File: config.mk
export PLATFORM = sky130hd
export DESIGN_NAME = fpst_ctrl
export DESIGN_NICKNAME = d
export VERILOG_FILES = /design/src/fpst_pkg.sv /design/src/fpst_ctrl.sv
export SDC_FILE = /design/constraint.sdc
export NUM_CORES = 1
export LEC_CHECK = 0
export BUFFER_PORTS_ARGS = -buffer_cell sky130_fd_sc_hd__buf_2
export CORE_AREA = 2 2 39 41
export CTS_CLUSTER_DIAMETER = 30
export DETAILED_ROUTE_END_ITERATION = 8
export DIE_AREA = 0 0 41 43
export PLACE_DENSITY = 0.59
export SLEW_MARGIN = 25
export SYNTH_ARGS = -nofsm -noshare
export SYNTH_HDL_FRONTEND = slang
export SYNTH_SLANG_ARGS = --single-unit
File: constraint.sdc
create_clock -name clock -period 1.2 [get_ports clock]
set_input_delay 0.12 -clock clock [delete_from_list [all_inputs] [get_ports clock]]
set_output_delay 0.12 -clock clock [all_outputs]
set_load 0.02 [all_outputs]
File: src/fpst_pkg.sv
// Shared constants and controller/datapath link types for the prefix-sum table.
`timescale 1ns / 1ps
`default_nettype none

package fpst_pkg;

   // Field widths of the request and response items
   localparam int unsigned POS_W  = 16;
   localparam int unsigned DATA_W = 32;

   // Default highest position held in the table
   localparam int unsigned MAX_INDEX_DEFAULT = 65535;

   // Commands from the controller to the datapath
   typedef struct packed {
      logic load;        // capture an accepted item, clear the accumulator
      logic clear;       // write zero at the walk index, step up by one
      logic upd_read;    // read the node at the walk index
      logic upd_write;   // write node + delta, step to the next covering node
      logic qry_read;    // read the node at the walk index, step to the parent prefix
      logic qry_sub;     // the read issued this cycle is subtracted
      logic load_lo;     // start the lower prefix walk
      logic out_load;    // move the accumulator into the response register
   } fpst_cmd_type;

   // Status from the datapath to the controller
   typedef struct packed {
      logic is_query;    // request item is a range sum
      logic upd_skip;    // request item adds at position zero or past the table
      logic qry_empty;   // request item has low above high
      logic idx_zero;    // prefix walk finished
      logic upd_last;    // next covering node lies past the table
      logic clear_last;  // clear pass is at the last entry
   } fpst_sts_type;

endpackage : fpst_pkg

`default_nettype wire

File: src/fpst_ctrl.sv
// Controller of the prefix-sum table: clear pass, update and query sequencing, response valid.
`timescale 1ns / 1ps
`default_nettype none

module fpst_ctrl (
   input  wire logic                   clock,
   input  wire logic                   reset,
   input  wire logic                   req_valid,
   output logic                        req_ready,
   output logic                        rsp_valid,
   input  wire logic                   rsp_ready,
   output fpst_pkg::fpst_cmd_type      cmd,
   input  wire fpst_pkg::fpst_sts_type sts
);

   localparam logic [2:0] S_CLEAR  = 3'd0;
   localparam logic [2:0] S_IDLE   = 3'd1;
   localparam logic [2:0] S_UPD_RD = 3'd2;
   localparam logic [2:0] S_UPD_WR = 3'd3;
   localparam logic [2:0] S_QHI    = 3'd4;
   localparam logic [2:0] S_QLO    = 3'd5;
   localparam logic [2:0] S_DONE   = 3'd6;

   logic [2:0] state_ff, state_in;
   logic       rsp_valid_ff, rsp_valid_in;

   // Sequence the datapath
   always_comb begin
      state_in  = state_ff;
      cmd       = '0;
      req_ready = 1'b0;
      unique case (state_ff)
         S_CLEAR: begin
            cmd.clear = 1'b1;
            if (sts.clear_last) begin
               state_in = S_IDLE;
            end
         end
         S_IDLE: begin
            req_ready = 1'b1;
            if (req_valid) begin
               cmd.load = 1'b1;
               if (sts.is_query) begin
                  state_in = sts.qry_empty ? S_DONE : S_QHI;
               end else if (!sts.upd_skip) begin
                  state_in = S_UPD_RD;
               end
            end
         end
         S_UPD_RD: begin
            cmd.upd_read = 1'b1;
            state_in     = S_UPD_WR;
         end
         S_UPD_WR: begin
            cmd.upd_write = 1'b1;
            state_in      = sts.upd_last ? S_IDLE : S_UPD_RD;
         end
         S_QHI: begin
            if (!sts.idx_zero) begin
               cmd.qry_read = 1'b1;
            end else begin
               cmd.load_lo = 1'b1;
               state_in    = S_QLO;
            end
         end
         S_QLO: begin
            if (!sts.idx_zero) begin
               cmd.qry_read = 1'b1;
               cmd.qry_sub  = 1'b1;
            end else begin
               state_in = S_DONE;
            end
         end
         S_DONE: begin
            if (!rsp_valid_ff || rsp_ready) begin
               cmd.out_load = 1'b1;
               state_in     = S_IDLE;
            end
         end
         default: begin
            state_in = S_IDLE;
         end
      endcase
   end

   // Hold the response until taken
   always_comb begin
      priority if (cmd.out_load) begin
         rsp_valid_in = 1'b1;
      end else if (rsp_ready) begin
         rsp_valid_in = 1'b0;
      end else begin
         rsp_valid_in = rsp_valid_ff;
      end
   end

   always_ff @(posedge clock) begin
      if (reset) begin
         state_ff     <= S_CLEAR;
         rsp_valid_ff <= 1'b0;
      end else begin
         state_ff     <= state_in;
         rsp_valid_ff <= rsp_valid_in;
      end
   end

   assign rsp_valid = rsp_valid_ff;

endmodule : fpst_ctrl

`default_nettype wire

==> flow_metrics.env <==
export IMPL_p_leak_nw=0.298
export IMPL_ant_nets=0
export IMPL_power_density_mw_per_mm2=1200
export IMPL_grt_overflow=0
export IMPL_combPwrFrac=0.548
export IMPL_setup_violations=8
export IMPL_synth_flop_cell="dfxtp_1"
export IMPL_synth_seq_area_share=0.242
export IMPL_clock_sinks=4
export IMPL_total_power_w=0.000776
export IMPL_hold_viol_final=0
export IMPL_synthArstFlopShare=0
export IMPL_drt_pass1_iter_count=4
export IMPL_skew_ps=2.49
export IMPL_multi_input_area_um2=265
export IMPL_core_area_mm2=0.00138
export IMPL_ir_drop_v=0.000436
export IMPL_max_freq_ghz=0.785
export IMPL_synthesis_area_um2=332
export IMPL_drt_wl_total_um=967
export IMPL_grt_util_all_layers=0.138
export IMPL_nNetsFinal=87
export IMPL_start_util=0.240
export IMPL_ys_types=24
export IMPL_grt_start_max_net_pins=9
export IMPL_cts_tree="yes"
export IMPL_dp_hpwl_um=778
export IMPL_final_layout_size_suffix_gt1_frac=0.667
export IMPL_grt_pass1_vias=397
export IMPL_fin_cells=91
export IMPL_min_path_type="in -> reg"
export IMPL_placed_area_um2=538
export IMPL_cts_clk_slew_worst_paths_ps=40
export IMPL_clockPowerShare=0.215
export IMPL_die_h_um=43
export IMPL_clkLatencyLatePin_ps=230
export IMPL_htree_levels=1
export IMPL_dp_cells=87
export IMPL_syn_inst=44
export IMPL_violations="setup timing"
export IMPL_synth_area_per_cell_um2=7.54
export IMPL_row_count=14
export IMPL_worstPathMaxFanout=6
export IMPL_start_kind="flip-flop"
export IMPL_fillCellCount=135
export IMPL_post_route_period_util=1.06
export IMPL_yosys_warnings=0
export IMPL_chipWidth_um=41
export IMPL_reg2reg_slack_ps=-40
export IMPL_drv_cap=0
export IMPL_pwr_share_seq=0.237
export IMPL_cts_buffer_depth=2
export IMPL_portBuffers=19
export IMPL_cp_end_kind="primary output"
export IMPL_wl_per_cell_um=10.6
export IMPL_maxSlewViolCount=0
export IMPL_min_period_ps=1270
export IMPL_grt_pass1_wl_mm=1.59
export IMPL_seq_area_um2=86.3
export IMPL_dieArea_mm2=0.00176
export IMPL_dr_first_iter_drc_count=9
export IMPL_drc=0
export IMPL_syn_to_final_growth_pct=94.3
export IMPL_fin_ws_ps=-73.2
export IMPL_io_pins=20
export IMPL_swShare=0.359
export IMPL_internal_power_w=0.000497
export IMPL_status="complete, but fails checks"
export IMPL_worstPathArrival_ps=1150
export IMPL_vias=434
export IMPL_grt_setup_unrepaired="yes"
export IMPL_cts_buffers=3
export IMPL_tightest_slew_ps=273
export IMPL_antenna_found_initial=0
export IMPL_switchingPower_w=0.000279
export IMPL_required_ps=1080
export IMPL_vias_per_cell=4.77
export IMPL_holdWs_ps=101
export IMPL_ctsRootBufferMaster="clkbuf_4"
export IMPL_antenna_cells=0
export IMPL_design_area_um2=644
export IMPL_gp_congestion=0.695
export IMPL_critPathKind="reg -> out"
export IMPL_synth_edf_count=0
export IMPL_syn_num_nets=54
export IMPL_relSlewSlack=0.816
export IMPL_ys_ff_latch=4
## Yosys cell counts, types with 2 or more instances
cell type,instances,share of area
a21oi_1,7,0.11
dfxtp_1,4,0.24
inv_1,4,0.045
nor2_1,3,0.034
and3_1,2,0.038
buf_4,2,0.045
clkbuf_1,2,0.023
nand2b_1,2,0.038
nor3_1,2,0.030
o21ai_0,2,0.030
## layer usage
metal | track usage | part of all wire
met5 | 0 | 0
met1 | 0.158 | 0.45
met3 | 0.0785 | 0.055
met4 | 0.0600 | 0.0093
met2 | 0.200 | 0.48
## worst paths after layout
path,from,end,cells after the start
worst max-delay path,state_ff[1],cmd[1],3
worst min-delay path,reset,rsp_valid,2
worst max register to register,state_ff[1],state_ff[1],4
worst min register to register,rsp_valid,rsp_valid,2
## metrics by stage
stage | setup WS, ps | util | TNS [ps]
2_1_floorplan | -92.4 | - | -92.4
3_3_place_gp | 7.42 | 0.389 | 0
3_5_place_dp | -40.4 | 0.389 | -40.4
4_1_cts | -88.0 | 0.444 | -379
5_1_grt | -128 | 0.466 | -918
6_report | -73.2 | 0.466 | -352
## power groups by stage
stage	logic (W)	registers [W]	clock network (W)
4_1_cts	0.000407	0.000183	0.000167
3_5_place_dp	0.000358	0.000179	0
2_1_floorplan	0.000219	0.000172	0
3_3_place_gp	0.000359	0.000180	0
5_1_grt	0.000459	0.000188	0.000191
6_report	0.000426	0.000184	0.000167
## registers in the layout (all words and copies together), names as in the netlist
register	count
rsp_valid	1
state_ff	3
## what timing repair did
action,4_1_cts,5_1_grt
setup endpoints to repair,9,10
hold endpoints to repair,0,0
hold buffers,0,0
pin swaps,2,2
resized for setup,18,5
setup buffers,0,1
## area by class of cell
cell class,count,share of cell area
Sequential cell,4,0.134
Inverter,4,0.0233
Clock buffer,3,0.0350
Tap cell,16,0.0311
Timing Repair Buffer,32,0.365
Multi-Input combinational cell,32,0.412
## worst max-delay path, cell delays in order, from the launching register on
cell	delay, ps
dfxtp_2	340
buf_6	140
nor4bb_4	260
buf_4	170
## cells in the final DEF (no fill, tap or decap), drive strengths merged
master / n
a211oi: 1
buf: 32
o311a: 1
and2: 2
clkbuf: 3
and4bb: 1
o21ai: 3
o21a: 1
a21oi: 7
nor2: 4
inv: 4
and3: 2
nand3b: 1
nor3b: 1
nand2b: 2
nor4bb: 1
nor3: 2
dfxtp: 4
o311ai: 1
a221o: 1
nor2b: 1
## cells by family after synthesis
group	Yosys count	share of synthesized area
compound gates	15	0.309
buf+inv	8	0.113
flops	4	0.242
simple gates	17	0.336
(Power assumes the default switching activity.)
